### src/sv/sps_pkg.sv
// Shared constants for the matrix saddle point search block.
package sps_pkg;

  localparam int MaxDimDefault = 16;
  localparam int ValueW        = 32;
  localparam int IdxW          = 4;
  localparam int CfgIdxW       = 2;
  localparam int CfgDataW      = 5;

  localparam logic [CfgIdxW-1:0] RegRowCount = CfgIdxW'(0);
  localparam logic [CfgIdxW-1:0] RegColCount = CfgIdxW'(1);

endpackage

### src/sv/sps_search.sv
// Search sequencer: walks the stored matrix row by row and issues results.
module sps_search
  import sps_pkg::*;
#(
  parameter int MAX_DIM = MaxDimDefault,
  parameter int DimW    = $clog2(MAX_DIM),
  parameter int AddrW   = $clog2(MAX_DIM * MAX_DIM)
) (
  input  logic              clk_i,
  input  logic              rst_ni,
  input  logic              start_i,
  input  logic [DimW-1:0]   last_row_i,
  input  logic [DimW-1:0]   last_col_i,
  output logic              busy_o,
  output logic [AddrW-1:0]  rd_addr_o,
  input  logic [ValueW-1:0] rd_data_i,
  output logic              out_valid_o,
  input  logic              out_ready_i,
  output logic              found_o,
  output logic [ValueW-1:0] value_o,
  output logic [IdxW-1:0]   row_index_o,
  output logic [IdxW-1:0]   col_index_o,
  output logic              last_o
);

  typedef enum logic [4:0] {
    SIdle  = 5'b00001,
    SMin   = 5'b00010,
    SCol   = 5'b00100,
    SEmit  = 5'b01000,
    SFinal = 5'b10000
  } sps_state_e;

  sps_state_e state_q, state_d;
  logic [DimW-1:0]   row_q, row_d;
  logic [DimW-1:0]   j_q, j_d;
  logic              iss_done_q, iss_done_d;
  logic              rd_vld_q, rd_vld_d;
  logic              rd_first_q, rd_first_d;
  logic              rd_end_q, rd_end_d;
  logic [DimW-1:0]   rd_col_q, rd_col_d;
  logic [ValueW-1:0] minv_q, minv_d;
  logic [DimW-1:0]   mcol_q, mcol_d;
  logic              ok_q, ok_d;
  logic              pend_q, pend_d;
  logic [ValueW-1:0] pend_val_q, pend_val_d;
  logic [DimW-1:0]   pend_row_q, pend_row_d;
  logic [DimW-1:0]   pend_col_q, pend_col_d;
  logic              out_vld_q, out_vld_d;
  logic              out_found_q, out_found_d;
  logic [ValueW-1:0] out_val_q, out_val_d;
  logic [IdxW-1:0]   out_row_q, out_row_d;
  logic [IdxW-1:0]   out_col_q, out_col_d;
  logic              out_last_q, out_last_d;

  logic            out_free;
  logic            issue;
  logic [DimW-1:0] end_idx;
  logic [DimW-1:0] rd_row;
  logic [DimW-1:0] rd_col;

  assign out_free = !out_vld_q || out_ready_i;
  assign issue    = ((state_q == SMin) || (state_q == SCol)) && !iss_done_q;
  assign end_idx  = (state_q == SMin) ? last_col_i : last_row_i;
  assign rd_row   = (state_q == SCol) ? j_q : row_q;
  assign rd_col   = (state_q == SCol) ? mcol_q : j_q;
  assign rd_addr_o = AddrW'(rd_row) * AddrW'(MAX_DIM) + AddrW'(rd_col);

  always_comb begin
    state_d    = state_q;
    row_d      = row_q;
    j_d        = j_q;
    iss_done_d = iss_done_q;
    rd_vld_d   = 1'b0;
    rd_first_d = 1'b0;
    rd_end_d   = 1'b0;
    rd_col_d   = rd_col_q;
    minv_d     = minv_q;
    mcol_d     = mcol_q;
    ok_d       = ok_q;
    pend_d     = pend_q;
    pend_val_d = pend_val_q;
    pend_row_d = pend_row_q;
    pend_col_d = pend_col_q;
    out_vld_d  = out_vld_q && !out_ready_i;
    out_found_d = out_found_q;
    out_val_d  = out_val_q;
    out_row_d  = out_row_q;
    out_col_d  = out_col_q;
    out_last_d = out_last_q;

    if (issue) begin
      rd_vld_d   = 1'b1;
      rd_first_d = (j_q == '0);
      rd_end_d   = (j_q == end_idx);
      rd_col_d   = j_q;
      if (j_q == end_idx) begin
        iss_done_d = 1'b1;
      end else begin
        j_d = j_q + DimW'(1);
      end
    end

    case (state_q)
      SIdle: begin
        if (start_i) begin
          row_d      = '0;
          j_d        = '0;
          iss_done_d = 1'b0;
          pend_d     = 1'b0;
          state_d    = SMin;
        end
      end
      SMin: begin
        if (rd_vld_q) begin
          if (rd_first_q || ($signed(rd_data_i) < $signed(minv_q))) begin
            minv_d = rd_data_i;
            mcol_d = rd_col_q;
          end
          if (rd_end_q) begin
            state_d    = SCol;
            j_d        = '0;
            iss_done_d = 1'b0;
            ok_d       = 1'b1;
          end
        end
      end
      SCol: begin
        if (rd_vld_q) begin
          if ($signed(minv_q) < $signed(rd_data_i)) begin
            ok_d = 1'b0;
          end
          if (rd_end_q) begin
            state_d = SEmit;
          end
        end
      end
      SEmit: begin
        if (!(ok_q && pend_q && !out_free)) begin
          if (ok_q) begin
            if (pend_q) begin
              out_vld_d   = 1'b1;
              out_found_d = 1'b1;
              out_val_d   = pend_val_q;
              out_row_d   = IdxW'(pend_row_q);
              out_col_d   = IdxW'(pend_col_q);
              out_last_d  = 1'b0;
            end
            pend_d     = 1'b1;
            pend_val_d = minv_q;
            pend_row_d = row_q;
            pend_col_d = mcol_q;
          end
          if (row_q == last_row_i) begin
            state_d = SFinal;
          end else begin
            row_d      = row_q + DimW'(1);
            j_d        = '0;
            iss_done_d = 1'b0;
            state_d    = SMin;
          end
        end
      end
      SFinal: begin
        if (out_free) begin
          out_vld_d   = 1'b1;
          out_found_d = pend_q;
          out_val_d   = pend_q ? pend_val_q : '0;
          out_row_d   = pend_q ? IdxW'(pend_row_q) : '0;
          out_col_d   = pend_q ? IdxW'(pend_col_q) : '0;
          out_last_d  = 1'b1;
          pend_d      = 1'b0;
          state_d     = SIdle;
        end
      end
      default: begin
        state_d = SIdle;
      end
    endcase
  end

  always_ff @(posedge clk_i or negedge rst_ni) begin
    if (!rst_ni) begin
      state_q    <= SIdle;
      row_q      <= '0;
      j_q        <= '0;
      iss_done_q <= 1'b0;
      rd_vld_q   <= 1'b0;
      pend_q     <= 1'b0;
      out_vld_q  <= 1'b0;
    end else begin
      state_q    <= state_d;
      row_q      <= row_d;
      j_q        <= j_d;
      iss_done_q <= iss_done_d;
      rd_vld_q   <= rd_vld_d;
      pend_q     <= pend_d;
      out_vld_q  <= out_vld_d;
    end
  end

  always_ff @(posedge clk_i) begin
    rd_first_q  <= rd_first_d;
    rd_end_q    <= rd_end_d;
    rd_col_q    <= rd_col_d;
    minv_q      <= minv_d;
    mcol_q      <= mcol_d;
    ok_q        <= ok_d;
    pend_val_q  <= pend_val_d;
    pend_row_q  <= pend_row_d;
    pend_col_q  <= pend_col_d;
    out_found_q <= out_found_d;
    out_val_q   <= out_val_d;
    out_row_q   <= out_row_d;
    out_col_q   <= out_col_d;
    out_last_q  <= out_last_d;
  end

  assign busy_o      = (state_q != SIdle);
  assign out_valid_o = out_vld_q;
  assign found_o     = out_found_q;
  assign value_o     = out_val_q;
  assign row_index_o = out_row_q;
  assign col_index_o = out_col_q;
  assign last_o      = out_last_q;

endmodule

### config.mk
export PLATFORM = sky130hd
export DESIGN_NAME = sps_search
export DESIGN_NICKNAME = d
export VERILOG_FILES = /design/src/sv/sps_pkg.sv /design/src/sv/sps_search.sv
export SDC_FILE = /design/constraint.sdc
export NUM_CORES = 1
export LEC_CHECK = 0
export BUFFER_PORTS_ARGS = -buffer_cell sky130_fd_sc_hd__buf_2
export CAP_MARGIN = 0
export CORE_ASPECT_RATIO = 0.6
export CORE_MARGIN = 2
export CORE_UTILIZATION = 50
export CTS_CLUSTER_DIAMETER = 120
export DETAILED_ROUTE_END_ITERATION = 6
export PLACE_DENSITY = 0.74
export SYNTH_ARGS = -nofsm -noshare
export SYNTH_HDL_FRONTEND = slang
export SYNTH_SLANG_ARGS = --single-unit
export TNS_END_PERCENT = 50
### constraint.sdc
create_clock -name clk_i -period 3.72 [get_ports clk_i]
set_clock_uncertainty 0.1 [all_clocks]
set_input_delay 0.186 -clock clk_i [delete_from_list [all_inputs] [get_ports clk_i]]
set_output_delay 0.186 -clock clk_i [all_outputs]
set_load 0.05 [all_outputs]
==> key figures <==
Status
  – Status: completed

Clock tree
  – Root buf cell: clkbuf_16
  – Post-CTS sizing: 0
  – Bufs on Longest Clock Path: 2
  – CTS sink count: 142
  – CTS buffer count: 17
  – H-tree level count: 4
  – Clock Latency Late Sink: 0.41 ns
  – CTS tree: yes
  – Clock-pin transition on the worst setup and hold timing paths: 0.06 ns

Setup path
  – Crit path cell chain: dlygate4sd3_1 -> buf_2 -> inv_1 -> ha_1 -> nand4_1 -> nor4_1 -> a211o_1 -> nand3_1 -> a21oi_4 -> buf_4
  – Slowest-stage cell, CP: dlygate4sd3_1
  – Worst Path Class, Setup: primary input to register
  – Setup crit end kind: register
  – Crit start category: primary input
  – Req. time, crit path: 3.73 ns
  – Critical path's top delay family: buffers and inverters
  – Critical path fanouts, max: 16
  – R2R setup slack: 0.84 ns
  – Crit-path max cell delay: 0.52 ns
  – Crit path arrival time: 2.93 ns
  – Buffers plus inverters on the worst setup path: 4

Yosys
  – Post-synthesis net count: 520
  – Netlist cell types: 66
  – Number of flops mapped to enable cells by yosys: 123
  – Mean Syn Cell Area: 14.0 um2
  – Flops & latches, synth: 142
  – Yosys warnings: 0
  – Mapped Area: 6180 um2
  – Post-synthesis sequential area ratio: 67.4%
  – Post-synth top flop: edfxtp_1
  – Post-synthesis cell count: 441
  – Ys async rst share: 12.0%

Power and ir drop
  – NetSw: 0.00108 W
  – VDD IR max: 0.000330 V
  – Pint: 0.00301 W
  – Share of power burned in the clock network: 40.6%
  – Leakage: 3.16 nW
  – Reg power frac: 45.5%
  – PD cells: 525 nW/um2
  – Sw frac: 26.5%
  – Comb power frac: 13.9%

GRT
  – Overflow after GRT: 0
  – Initial antenna violation count: 0
  – Vias in the first global route: 3891
  – First-pass GRT wire length: 19600 um
  – Tot GR Track Use: 19.3%
  – Pin count of the biggest net entering global routing: 42

Die
  – Die width: 147 um
  – Starting Density: 51.2%
  – Die Y: 90.1 um
  – Core area: 12100 um2
  – Die area: 13300 um2
  – Site row count: 31
  – IO Count: 96

Timing
  – Final setup vio count: 0
  – Worst-margin pin slew: 1.09 ns
  – Slew Limit Fails: 0
  – Fmax: 0.343 GHz
  – Min Tclk post-route: 2.92 ns
  – RSZ-0062 raised after global routing: no
  – Final hold violations: 0
  – Period utilization: 78.5%
  – Max_slew headroom: 26.6%
  – Setup tns final: 0 ns

Job
  – Max Cap Violations: 0

Drt
  – Antenna viol nets, final: 0
  – Routed wire length: 12300 um
  – DR WL/cell: 16.1 um
  – Vias/cell: 5.15
  – Via count: 3922
  – 1st-iter DRT viols: 340
  – Detailed Routing Iterations Pass 1: 5
  – Residual DRC: 0

Placement
  – Hpwl dp: 8410 um
  – Port Buffers: 95
  – Routability cong.: 0.908

Cells and area
  – Area grow syn2layout: 26.2%
  – NumNets Final: 663
  – Commonest non-fill, non-tap cell in the layout: edfxtp_1
  – Antenna cell count: 0
  – Layout cells sized above 1: 25.6%
  – Layout Utilization: 64.6%
  – Commonest cells after routing, fill and taps aside: edfxtp_1, buf_2, inv_1, nor2b_1, ha_1

Hold path
  – Hold/Removal Path Class: primary input to register
Yosys cell counts (all sizes together), types with 2 or more instances:
library cell	number	area share, %
edfxtp	123	60
inv	44	2.7
nor2b	43	4.4
ha	35	7.1
nand2	31	2.0
a21oi	21	1.7
o21ai	17	1.4
dfrtp	16	6.5
nand3	10	0.81
nor2	10	0.61
nand4	6	0.61
xor2	6	0.85
and2	5	0.57
clkbuf	5	0.30
nor3	5	0.41
buf	4	0.53
nor4	4	0.75
a221oi	3	0.71
a311oi	3	0.63
and3	3	0.34
nor3b	3	0.36
a21o	2	0.24
a221o	2	0.32
and4	2	0.28
dfxtp	2	0.65
mux2i	2	0.32
nor4b	2	0.28
o2bb2ai	2	0.28
o31ai	2	0.24
or3	2	0.22
or4	2	0.26
stage by stage:
step | area (um2) | hold WS [ns] | std cells | power (W) | worst slack, ns
CTS | 7800 | 0.0627 | 762 | 0.00411 | 0.759
floorplan | 6180 | -0.210 | 441 | 0.00228 | 0.0266
finish | 7800 | 0.0825 | 762 | 0.00409 | 0.801
detailed placement | 6880 | 0.0416 | 697 | 0.00242 | 0.802
global placement | 6880 | 0.0419 | 697 | 0.00240 | 0.954
global route | 7800 | 0.108 | 762 | 0.00424 | 0.522
cell type report:
cell class	instances	area, um2
fill	871	4270
inverter	45	169
multi-input combinational	245	1830
tap	165	206
clock inverter	15	159
sequential	142	4160
timing repair buffer	133	843
clock buffer	17	425
routing by layer:
metal	track usage (%)	wire length, um	up-vias	part of all wire, %
met5	0	0	-	0
met2	28.4	5530	130	45
met3	5.38	762	20	6.2
met4	7.85	205	0	1.7
met1	27.4	5790	1855	47
li1	-	-	1917	-
path summary, 6_finish.rpt:
path                                  startpoint                     end  cells past startpoint
max                                rd_data_i[14]    minv_q[25]$_DFFE_PP_                     10
min                                      start_i  state_q[0]$_DFFE_PN1P_                      3
max reg2reg                 minv_q[14]$_DFFE_PP_    minv_q[25]$_DFFE_PP_                      7
min reg2reg                rd_col_q[3]$_DFFE_PN_     mcol_q[3]$_DFFE_PP_                      0
max in group asynchronous                 rst_ni  state_q[0]$_DFFE_PN1P_                      2
min in group asynchronous                 rst_ni    row_q[2]$_DFFE_PN0P_                      2
power groups by stage:
stage          sequential (W)  clock, W  combinational [W]
2_1_floorplan         0.00187         0           0.000416
3_3_place_gp          0.00189         0           0.000517
3_5_place_dp          0.00189         0           0.000535
4_1_cts               0.00186   0.00169           0.000566
5_1_grt               0.00187   0.00175           0.000625
6_report              0.00186   0.00166           0.000570
repair_timing:
item,in CTS,in global routing
endpoints found under the hold margin,49,0
setup buffers,0,0
hold buffers,33,0
worst min-delay path: cells and delay by family:
| kind | cells | cell delay [ns] |
|---|---|---|
| buf+inv | 1 | 0.08 |
| simple gates | 1 | 0.10 |
| compound gates | 1 | 0.22 |
state kept, by name, indices dropped and copies added (netlist names), 4 cells and up:
register,flops
col_index_o,4
j_q,4
mcol_q,4
minv_q,32
pend_col_q,4
pend_row_q,4
pend_val_q,32
rd_col_q,4
row_index_o,4
row_q,4
state_q,5
value_o,32
logic make-up after synthesis:
| kind of cell | count (synthesis) | share of synthesized area (%) |
|---|---|---|
| AO/OA/AOI/OAI | 67 | 7.98 |
| XOR/XNOR | 7 | 0.993 |
| adder cells (fa/ha/maj) | 35 | 7.09 |
| buffers and inverters | 54 | 3.57 |
| flip-flops | 142 | 67.4 |
| multiplexers | 3 | 0.506 |
| AND/OR/NAND/NOR | 133 | 12.5 |
No activity file was read; power rests on OpenSTA's default activity.
